$ cat config.mk
export PLATFORM = sky130hd
export DESIGN_NAME = timed_message_display_queue_unit
export DESIGN_NICKNAME = d
export VERILOG_FILES = /design/src/hdl/tmdq_pkg.sv /design/src/hdl/tmdq_core.sv /design/src/hdl/timed_message_display_queue_unit.sv
export SDC_FILE = /design/constraint.sdc
export NUM_CORES = 1
export LEC_CHECK = 0
export BUFFER_PORTS_ARGS = -buffer_cell sky130_fd_sc_hd__buf_2
export CAP_MARGIN = 20
export CORE_ASPECT_RATIO = 1.2
export CORE_MARGIN = 3
export CORE_UTILIZATION = 65
export CTS_CLUSTER_DIAMETER = 30
export CTS_CLUSTER_SIZE = 40
export DETAILED_ROUTE_END_ITERATION = 16
export GPL_TIMING_DRIVEN = 0
export PLACE_DENSITY = 0.84
export SLEW_MARGIN = 10
export SYNTH_ARGS = -nofsm -noshare
export SYNTH_HDL_FRONTEND = slang
export SYNTH_SLANG_ARGS = --single-unit
export TNS_END_PERCENT = 30
$ cat constraint.sdc
create_clock -name aclk -period 12.3 [get_ports aclk]
set_input_delay 2.46 -clock aclk [delete_from_list [all_inputs] [get_ports aclk]]
set_output_delay 2.46 -clock aclk [all_outputs]
set_load 0.1 [all_outputs]
$ cat src/hdl/tmdq_pkg.sv
// Shared constants, request codes and channel structs of the timed message display queue.
package tmdq_pkg;

    localparam int QUEUE_DEPTH = 8;
    localparam int WORD_BITS   = 32;
    localparam int PTR_BITS    = $clog2(QUEUE_DEPTH);
    localparam int CNT_BITS    = $clog2(QUEUE_DEPTH + 1);

    localparam int REQ_BITS    = 3;
    localparam int SHOWN_BITS  = 32;
    localparam int SEC_BITS    = 8;
    localparam int SUB_BITS    = 16;
    localparam int CFG_IDX_BITS = 1;
    localparam int CFG_DATA_BITS = 16;

    // Request codes
    localparam logic [REQ_BITS-1:0] REQ_TICK    = 3'd0;
    localparam logic [REQ_BITS-1:0] REQ_ENQUEUE = 3'd1;
    localparam logic [REQ_BITS-1:0] REQ_FORCE   = 3'd2;
    localparam logic [REQ_BITS-1:0] REQ_ADVANCE = 3'd3;
    localparam logic [REQ_BITS-1:0] REQ_READ    = 3'd4;

    // Configuration register indexes
    localparam logic [CFG_IDX_BITS-1:0] CFG_DISPLAY_SECONDS  = 1'd0;
    localparam logic [CFG_IDX_BITS-1:0] CFG_TICKS_PER_SECOND = 1'd1;

    localparam logic [SEC_BITS-1:0] DISPLAY_SECONDS_RESET  = 8'd5;
    localparam logic [SUB_BITS-1:0] TICKS_PER_SECOND_RESET = 16'd100;

    typedef struct packed {
        logic [SEC_BITS-1:0] display_seconds;
        logic [SUB_BITS-1:0] ticks_per_second;
    } tmdq_cfg_t;

    typedef struct packed {
        logic [SHOWN_BITS-1:0] shown_word;
        logic                  showing;
        logic                  unread;
        logic [3:0]            queued;
    } tmdq_status_t;

endpackage

$ cat src/hdl/tmdq_core.sv
// Queue store, display slot and timeout counters, updated by one request per step.
module tmdq_core (
    input  logic                             aclk,
    input  logic                             aresetn,
    input  logic                             step_en,
    input  logic [tmdq_pkg::REQ_BITS-1:0]    req_type,
    input  logic [31:0]                      message_word,
    input  tmdq_pkg::tmdq_cfg_t              cfg,
    output tmdq_pkg::tmdq_status_t           status
);
    import tmdq_pkg::*;

    logic [WORD_BITS-1:0] store_mem [QUEUE_DEPTH];

    logic [PTR_BITS-1:0]  wr_ptr_reg, wr_ptr_next;
    logic [PTR_BITS-1:0]  rd_ptr_reg, rd_ptr_next;
    logic [CNT_BITS-1:0]  fill_reg, fill_next;
    logic [WORD_BITS-1:0] slot_reg, slot_next;
    logic                 active_reg, active_next;
    logic                 unread_reg, unread_next;
    logic [SUB_BITS-1:0]  sub_reg, sub_next;
    logic [SEC_BITS-1:0]  sec_reg, sec_next;

    logic [WORD_BITS-1:0] word_in;
    logic [WORD_BITS-1:0] head_word;
    logic [SUB_BITS-1:0]  sub_inc;
    logic [SEC_BITS-1:0]  sec_inc;
    logic                 store_wr;
    logic                 full;

    assign word_in   = WORD_BITS'(message_word);
    assign head_word = store_mem[rd_ptr_reg];
    assign sub_inc   = sub_reg + 1'b1;
    assign sec_inc   = sec_reg + 1'b1;
    assign full      = (fill_reg == CNT_BITS'(QUEUE_DEPTH));

    function automatic logic [PTR_BITS-1:0] ptr_inc(input logic [PTR_BITS-1:0] p);
        if (p == PTR_BITS'(QUEUE_DEPTH - 1)) begin
            return '0;
        end
        return p + 1'b1;
    endfunction

    // Apply one request to the state
    always_comb begin
        wr_ptr_next = wr_ptr_reg;
        rd_ptr_next = rd_ptr_reg;
        fill_next   = fill_reg;
        slot_next   = slot_reg;
        active_next = active_reg;
        unread_next = unread_reg;
        sub_next    = sub_reg;
        sec_next    = sec_reg;
        store_wr    = 1'b0;
        if (step_en) begin
            case (req_type)
                REQ_TICK: begin
                    if (active_reg) begin
                        sub_next = sub_inc;
                        if (sub_inc > cfg.ticks_per_second) begin
                            sub_next = '0;
                            sec_next = sec_inc;
                            // timeout: clear the slot and flag the change
                            if (sec_inc > cfg.display_seconds) begin
                                sec_next    = '0;
                                active_next = 1'b0;
                                slot_next   = '0;
                                unread_next = 1'b1;
                            end
                        end
                    end
                end
                REQ_ENQUEUE: begin
                    // full queue: evict the oldest word onto the display
                    if (full) begin
                        slot_next   = head_word;
                        active_next = 1'b1;
                        unread_next = 1'b1;
                        sub_next    = '0;
                        sec_next    = '0;
                        rd_ptr_next = ptr_inc(rd_ptr_reg);
                    end else begin
                        fill_next = fill_reg + 1'b1;
                    end
                    store_wr    = 1'b1;
                    wr_ptr_next = ptr_inc(wr_ptr_reg);
                end
                REQ_FORCE: begin
                    slot_next   = word_in;
                    active_next = 1'b1;
                    unread_next = 1'b1;
                    sub_next    = '0;
                    sec_next    = '0;
                end
                REQ_ADVANCE: begin
                    // move the head to an idle display, timer untouched
                    if (fill_reg != '0 && !active_reg) begin
                        slot_next   = head_word;
                        active_next = 1'b1;
                        unread_next = 1'b1;
                        fill_next   = fill_reg - 1'b1;
                        rd_ptr_next = ptr_inc(rd_ptr_reg);
                    end
                end
                REQ_READ: begin
                    unread_next = 1'b0;
                end
                default: begin
                end
            endcase
        end
    end

    // Hold the control state
    always_ff @(posedge aclk) begin
        if (!aresetn) begin
            wr_ptr_reg <= '0;
            rd_ptr_reg <= '0;
            fill_reg   <= '0;
            slot_reg   <= '0;
            active_reg <= 1'b0;
            unread_reg <= 1'b0;
            sub_reg    <= '0;
            sec_reg    <= '0;
        end else begin
            wr_ptr_reg <= wr_ptr_next;
            rd_ptr_reg <= rd_ptr_next;
            fill_reg   <= fill_next;
            slot_reg   <= slot_next;
            active_reg <= active_next;
            unread_reg <= unread_next;
            sub_reg    <= sub_next;
            sec_reg    <= sec_next;
        end
    end

    // Write the queue store
    always_ff @(posedge aclk) begin
        if (store_wr) begin
            store_mem[wr_ptr_reg] <= word_in;
        end
    end

    assign status.shown_word = SHOWN_BITS'(slot_reg);
    assign status.showing    = active_reg;
    assign status.unread     = unread_reg;
    assign status.queued     = 4'(fill_reg);

    // Fill count never passes the queue depth
    a_fill_bound: assert property (@(posedge aclk) disable iff (!aresetn)
        fill_reg <= CNT_BITS'(QUEUE_DEPTH))
        else $error("fill count beyond queue depth");

    // An idle display holds the empty word
    a_idle_empty: assert property (@(posedge aclk) disable iff (!aresetn)
        !active_reg |-> slot_reg == '0)
        else $error("idle display holds a word");

    // Force shows the word and marks it unread
    a_force_shows: assert property (@(posedge aclk) disable iff (!aresetn)
        step_en && req_type == REQ_FORCE |=> active_reg && unread_reg && sub_reg == '0)
        else $error("force did not show the word");

    // Read clears the unread mark
    a_read_clears: assert property (@(posedge aclk) disable iff (!aresetn)
        step_en && req_type == REQ_READ |=> !unread_reg)
        else $error("read left the unread mark");

    // An empty queue has equal pointers
    a_ptr_gap: assert property (@(posedge aclk) disable iff (!aresetn)
        fill_reg == '0 |-> wr_ptr_reg == rd_ptr_reg)
        else $error("empty queue with split pointers");

endmodule

$ cat src/hdl/timed_message_display_queue_unit.sv
// Top level of the timed message display queue: input register, config registers, result beat.
//
//  channel | direction | handshake            | payload
//  s_      | in        | s_valid / s_ready     | s_req_type, s_message_word
//  m_      | out       | m_valid / m_ready     | m_shown_word, m_showing, m_unread, m_queued
//  cfg_    | in        | cfg_valid / cfg_ready | cfg_index, cfg_data
//
// One beat per cycle sustained while m_ready allows; an s_ beat passes the input register,
// then the state update into the status registers that drive m_.
// The step stalls while a result beat waits on m_ready; the input register
// then holds one beat and s_ready drops. Config beats are always taken.
// Synchronous active-low reset clears all control state; no clearing pass.
module timed_message_display_queue_unit (
    input  logic                                 aclk,
    input  logic                                 aresetn,
    input  logic                                 s_valid,
    output logic                                 s_ready,
    input  logic [tmdq_pkg::REQ_BITS-1:0]        s_req_type,
    input  logic [31:0]                          s_message_word,
    output logic                                 m_valid,
    input  logic                                 m_ready,
    output logic [tmdq_pkg::SHOWN_BITS-1:0]      m_shown_word,
    output logic                                 m_showing,
    output logic                                 m_unread,
    output logic [3:0]                           m_queued,
    input  logic                                 cfg_valid,
    output logic                                 cfg_ready,
    input  logic [tmdq_pkg::CFG_IDX_BITS-1:0]    cfg_index,
    input  logic [tmdq_pkg::CFG_DATA_BITS-1:0]   cfg_data
);
    import tmdq_pkg::*;

    logic                in_valid_reg;
    logic [REQ_BITS-1:0] in_req_reg;
    logic [31:0]         in_word_reg;
    logic                out_valid_reg;
    logic                step_en;
    tmdq_cfg_t           cfg_reg;
    tmdq_status_t        status;

    // Step when an item waits and the result slot is free or draining
    assign step_en   = in_valid_reg && (!out_valid_reg || m_ready);
    assign s_ready   = !in_valid_reg || step_en;
    assign cfg_ready = 1'b1;

    // Input register
    always_ff @(posedge aclk) begin
        if (!aresetn) begin
            in_valid_reg <= 1'b0;
        end else if (s_ready) begin
            in_valid_reg <= s_valid;
        end
    end

    always_ff @(posedge aclk) begin
        if (s_ready && s_valid) begin
            in_req_reg  <= s_req_type;
            in_word_reg <= s_message_word;
        end
    end

    // Result beat valid
    always_ff @(posedge aclk) begin
        if (!aresetn) begin
            out_valid_reg <= 1'b0;
        end else if (step_en) begin
            out_valid_reg <= 1'b1;
        end else if (m_ready) begin
            out_valid_reg <= 1'b0;
        end
    end

    // Configuration registers
    always_ff @(posedge aclk) begin
        if (!aresetn) begin
            cfg_reg.display_seconds  <= DISPLAY_SECONDS_RESET;
            cfg_reg.ticks_per_second <= TICKS_PER_SECOND_RESET;
        end else if (cfg_valid) begin
            case (cfg_index)
                CFG_DISPLAY_SECONDS:  cfg_reg.display_seconds  <= cfg_data[SEC_BITS-1:0];
                CFG_TICKS_PER_SECOND: cfg_reg.ticks_per_second <= cfg_data[SUB_BITS-1:0];
                default: begin
                end
            endcase
        end
    end

    tmdq_core u_core (
        .aclk         (aclk),
        .aresetn      (aresetn),
        .step_en      (step_en),
        .req_type     (in_req_reg),
        .message_word (in_word_reg),
        .cfg          (cfg_reg),
        .status       (status)
    );

    assign m_valid      = out_valid_reg;
    assign m_shown_word = status.shown_word;
    assign m_showing    = status.showing;
    assign m_unread     = status.unread;
    assign m_queued     = status.queued;

endmodule

Yosys cells after proc, flatten, opt, wreduce, memory -nomap -nowiden
Memories as Yosys holds them, arrays and structs flattened. A register that Yosys moved wholly into a read port is not among the register bits.
Cells that the tools add are included.
{"block": "classes", "n_lt_le_gt_ge": 2, "n_mul": 0, "n_reduce_logical": 25, "eq_ne": 13, "n_bitwise": 1, "div": 0, "shift": 0, "mux": 54, "n_addsub": 6}
{"operator": "$mux 32", "n": 5}
{"operator": "$pmux 32 s4", "n": 1}
{"operator": "$mux 16", "n": 3}
{"operator": "$pmux 16 s3", "n": 1}
{"operator": "$mux 8", "n": 4}
{"operator": "$mux 3", "n": 9}
{"operator": "$mux 1", "n": 24}
{"operator": "$pmux 8 s3", "n": 1}
{"operator": "$add 16x1->16 const B", "n": 1}
{"operator": "$gt 16x16->1", "n": 1}
{"operator": "$reduce_and 4->1", "n": 4}
{"operator": "$reduce_and 7->1", "n": 2}
{"operator": "$ne 2x1->1 const B", "n": 5}
{"operator": "$eq 3x3->1 const B", "n": 3}
{"operator": "$add 8x1->8 const B", "n": 1}
{"operator": "$gt 8x8->1", "n": 1}
{"operator": "$mux 4", "n": 2}
{"operator": "$pmux 4 s2", "n": 1}
{"operator": "$reduce_bool 4->1", "n": 2}
{"operator": "$add 3x1->3 const B", "n": 2}
{"operator": "$eq 3x2->1 const B", "n": 2}
{"operator": "$pmux 3 s2", "n": 1}
{"operator": "$reduce_and 2->1", "n": 3}
{"operator": "$pmux 1 s5", "n": 1}
{"operator": "other kinds (15)", "n": 21}
{"block": "word_totals", "output_inout_bits": 41, "input_bits": 57, "memories": 1, "latch_bits": 0, "ram_bits": 256, "rom_bits": 0, "register_bits": 129, "elab_cells": 116}
{"memory": "u_core.store_mem", "depth": 8, "word_bits": 32, "read_ports": 1, "rd_clocked_by_memory_dff": 1, "write_ports": 1, "line": "tmdq_core.sv:13", "source": "logic [WORD_BITS-1:0] store_mem [QUEUE_DEPTH];"}

Logic depth before layout (Yosys ltp)
Gate-level depths: netlist of run 1.
{"block": "logic_depth", "depth_word": 10, "mapped_depth": 14, "depth_no_buf": 12}

Modules after synthesis
A second synthesis of run 1 with hierarchy kept.
{"block": "hier_totals", "cells_unflattened": 1046, "area_unflattened_um2": 15974.1}
{"module": "tmdq_core", "seq_area_each_um2": 9108.7, "cells_each": 895, "area_per_inst_um2": 13885.8, "instances": 1}
{"module": "timed_message_display_queue_unit", "seq_area_each_um2": 1571.5, "cells_each": 151, "area_per_inst_um2": 2088.3, "instances": 1}

Worst setup path after synthesis of run 1
OpenSTA, ideal clock, no wires.
{"block": "synth_path", "path_kind": "input to register", "startpoint": "input m_ready", "endpoint": "memory u_core.store_mem[1][0] (enable)", "stages": 6, "setup_slack_ps": 6422, "t_arrival_ps": 5417, "n_path_buf": 1, "path_cell_list": "nor2b_4 -> nand2b_1 -> buf_2 -> nor3_1 -> nand2_1 -> nor3_1"}
{"block": "synth_between", "elab_chain_len": 5}
{"element": "start: declaration", "line": "timed_message_display_queue_unit.sv:21", "source": "input logic m_ready,"}
{"element": "$logic_or 1x1->1", "line": "timed_message_display_queue_unit.sv:42", "source": "assign step_en = in_valid_reg && (!out_valid_reg || m_ready);"}
{"element": "$logic_and 1x1->1", "line": "timed_message_display_queue_unit.sv:42"}
{"element": "$mux 1", "line": "tmdq_core.sv:55", "source": "if (step_en) begin"}
{"element": "$mux 1", "line": "tmdq_core.sv:139", "source": "if (store_wr) begin"}
{"element": "$mux 1 (not written as such)", "line": "tmdq_core.sv:140", "source": "store_mem[wr_ptr_reg] <= word_in;"}
{"element": "end: declaration", "line": "tmdq_core.sv:13"}
Every way passes these cells.

Final worst setup path of run 1
{"block": "layout_path", "startpoint": "input m_ready", "endpoint": "output s_ready"}
{"block": "layout_between", "elab_chain_len": 3}
{"element": "$logic_or 1x1->1", "line": "timed_message_display_queue_unit.sv:42"}
{"element": "$logic_and 1x1->1", "line": "timed_message_display_queue_unit.sv:42"}
{"element": "$logic_or 1x1->1", "line": "timed_message_display_queue_unit.sv:43", "source": "assign s_ready = !in_valid_reg || step_en;"}
{"element": "end: declaration", "line": "timed_message_display_queue_unit.sv:17", "source": "output logic s_ready,"}
Every way passes these cells.

==> results_dict.tcl, run 1 <==
set metrics [dict create \
    status "finished clean" \
    synthCells 1070 \
    drive_gt1_frac 0.2510 \
    cp_max_fo 5 \
    synth_area_leaders "edfxtp_1 55%, dfxtp_1 12%, mux4_2 9.0%" \
    crit_path_cell_trace "buf_2 -> nor2b_4 -> nand2_1 -> buf_2" \
    path_clk_slew_ns 0.06 \
    worst-setup-path-type "in2out" \
    area_growth_syn_to_layout_pct 19.67 \
    drcViolationCount 0 \
    synth_top_area_cell "edfxtp_1" \
    worst_slack_ns 6.711 \
    period_minus_slack_ns 5.589 \
    min_path_type "reg2reg" \
    grtUsageTotal 0.3135 \
    synth_fp_nets 1160 \
    ys_ff_latch 388 \
    cp-end-kind "output pin" \
    cts_num_sinks 388 \
    relSlewSlack 0.3511 \
    drv_cap 0 \
    worst_path_most_repeated_cell "buf_2" \
    path_delay_family "buffers and inverters" \
    place_area_um2 17120 \
    slew_violations 0 \
    synth_top_area_share 0.5471 \
    postSynthAreaPerCell_um2 14.93 \
    p_int_mw 2.467 \
    numCtsBuffers 58 \
    rsz0062_at_grt "false" \
    cts.htree.levels 2 \
    share_comb_of_total_power 0.039 \
    largest_reg_flops 256 \
    die_area_um2 26500 \
    ctsHoldBuffers 0 \
    routed_wl_mm 41.28 \
    num_io_pins 98 \
    rows 62 \
    root_buffer "clkbuf_16" \
    fmax_ghz 0.1789 \
    p_switching_mw 0.7560 \
    initial_core_util 0.6642 \
    final_area_um2 19110 \
    clock_tree.buffer_depth 3 \
    grt.overflow.total 0 \
    finalSetupViolCount 0 \
    synthArstFlopShare 0 \
    fp.dieH_um 177.7 \
    fin_crit_sh 0.4544 \
    required_ns 9.84 \
    ir_drop_mv 0.1627 \
    max_stage_delay_ns 0.30 \
    globalplace.congestion 0.8782 \
    yosysWarnings 0 \
    grt_max_degree 22 \
    seq_area_frac_synth 0.6687 \
    cts-resized-gates 0 \
    netSwitchingFraction 0.2346 \
    diodes 0 \
    cts_tree "yes" \
    power.density_nw_per_um2 168.6 \
    ant_nets 0 \
    synth_cell_types 61 \
    postCtsSetupBuffers 0 \
    via_count 10660 \
    via_per_inst 6.635 \
    skew_ns 0.02738 \
    postLayoutCoreUtil 0.7948 \
    crit_arrival_ns 3.13 \
    pre_cts_slack_ns 6.736 \
    worst_pin_slew_ns 0.9733 \
    core_um2 24050 \
    portBuffers 95 \
    pwr-share-clk 0.513 \
    die_w_um 149.1 \
    worstSkewPairLatency_ns 0.58 \
    dpl.hpwl_mm 24.87 \
    grt_pass1_wl_mm 62.56 \
    critPathBufInv 2 \
    synth_area_um2 15970 \
    finalSetupTns_ns 0 \
    cp_slowest_cell "buf_2" \
    ys.flop_type "edfxtp_1" \
    final_nets 1329 \
    p_seq_frac 0.449 \
    p_leak_nw 6.505 \
    start_kind "input port" \
    hold_violations 0 \
    total_power_mw 3.223 \
    dr.pass1.iters 5 \
    drtIter0Drc 1152 \
    antenna_found_initial 0 \
    grt_pass1_vias 11070 \
    wl_per_cell_um 25.69 \
    synth_edf_count 291 \
]
-- power by group through the flow --
stage          sequential (mW)  clock (mW)  combinational, mW
2_1_floorplan             1.49           0             0.0524
3_3_place_gp              1.47           0              0.114
3_5_place_dp              1.47           0              0.119
4_1_cts                   1.44        1.66              0.123
5_1_grt                   1.45        1.71              0.131
6_report                  1.45        1.65              0.124
-- synthesized netlist by cell type, types with 15 or more instances --
cell type    n
edfxtp_1   291
a21oi_1     74
buf_2       19
clkbuf_1    36
inv_1       31
a31oi_1     40
a311oi_1    32
nand2_1     69
xnor2_1     16
mux4_2      64
nand3_1     15
mux2i_1     34
dfxtp_1     97
nor2_1      70
ha_1        32
-- kinds of logic (layout without fill, tap and decap cells) --
group           after synthesis  count (layout)  share of synthesized area
other cells                   1               1                  0.0002348
simple gates                225             225                    0.06792
xor+xnor                     23              23                    0.01261
fa+ha+maj                    33              33                    0.02632
compound gates              206             206                    0.08790
mux                          98              98                     0.1116
buf+inv                      96             313                    0.02476
flops                       388             388                     0.6687
-- final cells by class --
type | count | area [um^2]
multi-input cells | 586 | 4952
fillers | 1231 | 4935
repair buffers | 109 | 694.4
plain buffers | 65 | 279.0
clock inverters | 44 | 496.7
inverters | 31 | 116.4
well taps | 320 | 400.4
flip-flops and latches | 388 | 10680
clock buffers | 64 | 1494
-- cells in the final DEF (no fill, tap or decap), types with 6 or more instances in the layout --
cell / n
or3_1: 8
nand3_1: 15
buf_4: 9
clkinvlp_4: 8
mux4_2: 64
a311oi_1: 32
buf_1: 7
a31oi_1: 40
xnor2_1: 16
nor3_1: 8
o21ai_0: 10
clkinv_4: 6
dfxtp_1: 97
nor2b_1: 6
o211ai_1: 7
a32oi_1: 8
inv_8: 7
buf_2: 114
inv_1: 31
clkbuf_16: 58
mux2i_1: 34
clkbuf_1: 40
nand4_1: 10
xor2_1: 7
nand2b_1: 7
nor2_4: 6
edfxtp_1: 291
nor2_1: 64
nand2_1: 69
ha_1: 32
inv_6: 11
a21oi_1: 74
nand3b_1: 6
-- metrics by stage --
stage,std cells,hold WS [ns]
floorplan,1070,0.4363
global placement,1485,0.4456
detailed placement,1499,0.4481
CTS,1607,0.4556
global route,1607,0.4717
finish,1607,0.4563
-- worst reg2reg max path: cells and delay by family, from the launching register on --
family / cells / cell delay [ns]
simple gates: 5 / 1.76
xor+xnor: 1 / 0.19
fa+ha+maj: 2 / 0.54
compound gates: 3 / 0.85
flops: 1 / 0.40
buf+inv: 1 / 0.37
-- per-layer routing --
layer / vias up / routed length [um] / global-route usage
li1: 4545 / - / -
met1: 5185 / 14160 / 0.3861
met2: 771 / 21160 / 0.5422
met3: 161 / 4186 / 0.06079
met4: 0 / 1773 / 0.1393
met5: - / 0 / 0
-- final timing paths --
check / end / cells after the start / slack, ns / from
setup / recovery: s_ready / 4 / 6.71 / m_ready
hold / removal: cfg_reg[14] / 2 / 0.46 / cfg_reg[14]
setup reg to reg: u_core.slot_reg[11] / 12 / 8.01 / u_core.sub_reg[0]
hold reg to reg: cfg_reg[14] / 2 / 0.46 / cfg_reg[14]
Power figures use the tool's default switching activity.
==> run 2: changes to the inputs <==
ABC_AREA = 1   (was default)
CORE_UTILIZATION = 55   (was 65)
PLACE_DENSITY = 0.76   (was 0.84)
clock period = 4.9 ns   (was 12.3 ns; I/O delays follow)
==> run 2 against run 1 <==
Cell area up 5.4%; count of clock-buffer cells in the layout rose by 19; clock power rose to 3.0 times the previous value; critical path depth rose by 15; clock skew decreased by 0.0039 ns; synthesized cell count increased by 49%; via count increased by 18%; first-iteration DRC count up 26%; die area increased by 21%; sequential share of layout area down 2.8 points; sequential power rose to 2.5 times the previous value; utilization decreased by 10 points; highest routed layer unchanged.
==> results_dict.tcl, run 2 <==
set metrics [dict create \
    status "finished clean" \
    rr_worst_depth 19 \
    synthCells 1589 \
    postCtsSetupBuffers 0 \
    synthArstFlopShare 0 \
    hold_violations 0 \
    grt_pass1_wl_mm 67.07 \
    root_buffer "clkbuf_16" \
    worst_pin_slew_ns 1.026 \
    yosysWarnings 0 \
    diodes 0 \
    power.density_nw_per_um2 451.3 \
    required_ns 5.36 \
    hold_end "cfg_reg[21]" \
    synth_commonest_cells "324 x nor2_1, 291 x edfxtp_1, 211 x nand2_1" \
    die_area_um2 31970 \
    final_cell_mix "320 x nor2_1, 291 x edfxtp_1, 211 x nand2_1, 150 x o21ai_0, 118 x buf_2" \
    min_from "cfg_reg[21]" \
    num_io_pins 98 \
    grt_max_degree 25 \
    fmax_ghz 0.2863 \
    area_growth_syn_to_layout_pct 22.63 \
    yosysMostFrequentCell "nor2_1" \
    ys_ff_latch 388 \
    ant_nets 0 \
    drtIter0Drc 1455 \
    cts_num_sinks 388 \
    antenna_found_initial 0 \
    portBuffers 95 \
    synth_fp_nets 1679 \
    rsz0062_at_grt "false" \
    grtUsageTotal 0.2704 \
    seq_area_frac_synth 0.6504 \
    via_count 12540 \
    timing.rr.end "u_core.slot_reg[23]" \
    globalplace.congestion 0.8791 \
    rows 68 \
    hold_depth 2 \
    final_common_cell "nor2_1" \
    dr.pass1.iters 6 \
    drcViolationCount 0 \
    p_leak_nw 7.831 \
    ir_drop_mv 0.2930 \
    wl_per_cell_um 19.25 \
    synth_top_area_cell "edfxtp_1" \
    holdWs_ns 0.4623 \
    slew_violations 0 \
    synth_cell_types 35 \
    initial_core_util 0.5643 \
    rrSetupSlack_ns 1.41 \
    postSynthAreaPerCell_um2 10.33 \
    min_path_type "reg2reg" \
    cp_max_fo 10 \
    synth_top_area_share 0.5322 \
    routed_wl_mm 42.65 \
    reg2reg_from "u_core.sub_reg[0]" \
    drive_gt1_frac 0.1600 \
    die_w_um 163.7 \
    fin_crit_sh 0.7129 \
    cp-end-kind "flip-flop" \
    synth_area_leaders "edfxtp_1 53%, dfxtp_1 12%, nor2_1 7.4%" \
    synth_edf_count 291 \
    path_clk_slew_ns 0.05 \
    numCtsBuffers 72 \
    dpl.hpwl_mm 27.88 \
    skew_ns 0.02348 \
    ys.flop_type "edfxtp_1" \
    fp.dieH_um 195.3 \
    relSlewSlack 0.3108 \
    ctsHoldBuffers 0 \
    worstSkewPairLatency_ns 0.57 \
    cts_tree "yes" \
    core_um2 29100 \
    largest_reg_flops 256 \
    start_kind "flip-flop" \
    synth_area_um2 16420 \
    grt.overflow.total 0 \
    cts.htree.levels 3 \
    drv_cap 0 \
    worst-setup-path-type "reg2reg" \
    period_minus_slack_ns 3.493 \
    finalSetupViolCount 0 \
    final_area_um2 20140 \
    clock_tree.buffer_depth 3 \
    place_area_um2 17660 \
    via_per_inst 5.658 \
    final_nets 1865 \
    grt_pass1_vias 12770 \
    cts-resized-gates 0 \
    crit_arrival_ns 3.96 \
]
run 2: cell count changes in the layout (fill, tap and decap cells not counted), moves of 29 or more:
cell,previous run,this run
nor2_1,64,320
nand2_1,69,211
o21ai_0,10,150
inv_1,31,111
mux4_2,64,0
nand3_1,15,66
o211ai_1,7,54
a31oi_1,40,0
mux2i_1,34,0
a311oi_1,32,0
nand4_1,10,39
run 2: critical path, stage by stage (launching register included):
cell     delay, ns
dfxtp_1       0.41
ha_1          0.23
nand4_1       0.16
nor2_1        0.22
nand4_1       0.19
nor2_1        0.15
xor2_1        0.15
inv_1         0.07
ha_1          0.28
nand4_1       0.09
nor2_1        0.18
nand2_1       0.07
nand2_1       0.06
nand2_1       0.11
nand2_1       0.12
buf_2         0.26
buf_2         0.32
nand4_1       0.16
nand2_1       0.10
nor2_1        0.05
run 2: power by group:
group          total, mW  switching, mW  internal, mW
logic              0.447          0.334         0.114
clock network       4.99           1.70          3.29
registers           3.65         0.0578          3.59
run 2: routing by layer:
metal | GRT usage | part of all wire
met5 | 0 | 0
met4 | 0.1156 | 0.038
met1 | 0.3221 | 0.37
met3 | 0.06217 | 0.083
met2 | 0.4685 | 0.51
run 2: how the worst max path moves through the flow:
| stage | end | from | depth (start not counted) | slack (ns) |
|---|---|---|---|---|
| floorplan | u_core.store_mem[3][0] | m_ready | 8 | 0.65 |
| CTS | u_core.slot_reg[20] | u_core.sub_reg[0] | 19 | 1.44 |
| finish | u_core.slot_reg[23] | u_core.sub_reg[0] | 19 | 1.41 |
| global placement | u_core.store_mem[3][18] | m_ready | 9 | -1.25 |
| global route | u_core.slot_reg[16] | u_core.sub_reg[0] | 19 | 0.97 |
| detailed placement | u_core.store_mem[7][22] | m_ready | 11 | 1.43 |
run 2: per-stage QoR:
step	total power, mW	util	setup TNS, ns	cells	worst slack (ns)
floorplan	4.007	-	0	1589	0.6480
global placement	4.135	0.5972	-131.88	2069	-1.252
detailed placement	4.151	0.6070	0	2086	1.427
CTS	9.122	0.6920	0	2216	1.437
global route	9.329	0.6920	0	2216	0.9675
finish	9.089	0.6920	0	2216	1.407
run 2: area by class of cell:
type                       instances  area, um^2
sequential                       388       10680
tap                              385       481.7
buffer                            84       389.1
multi-input combinational        993        4931
clock buffer                      83        1928
inverter                         124       470.5
timing repair buffer             112       710.7
clock inverter                    47       545.5
fill                            2062        8961
run 2: kinds of logic after synthesis:
group,after synthesis,synth area share
buf+inv,208,0.05235
flops,388,0.6504
xor+xnor,18,0.009601
other cells,1,0.0002284
fa+ha+maj,33,0.02560
simple gates,661,0.1672
compound gates,280,0.09464
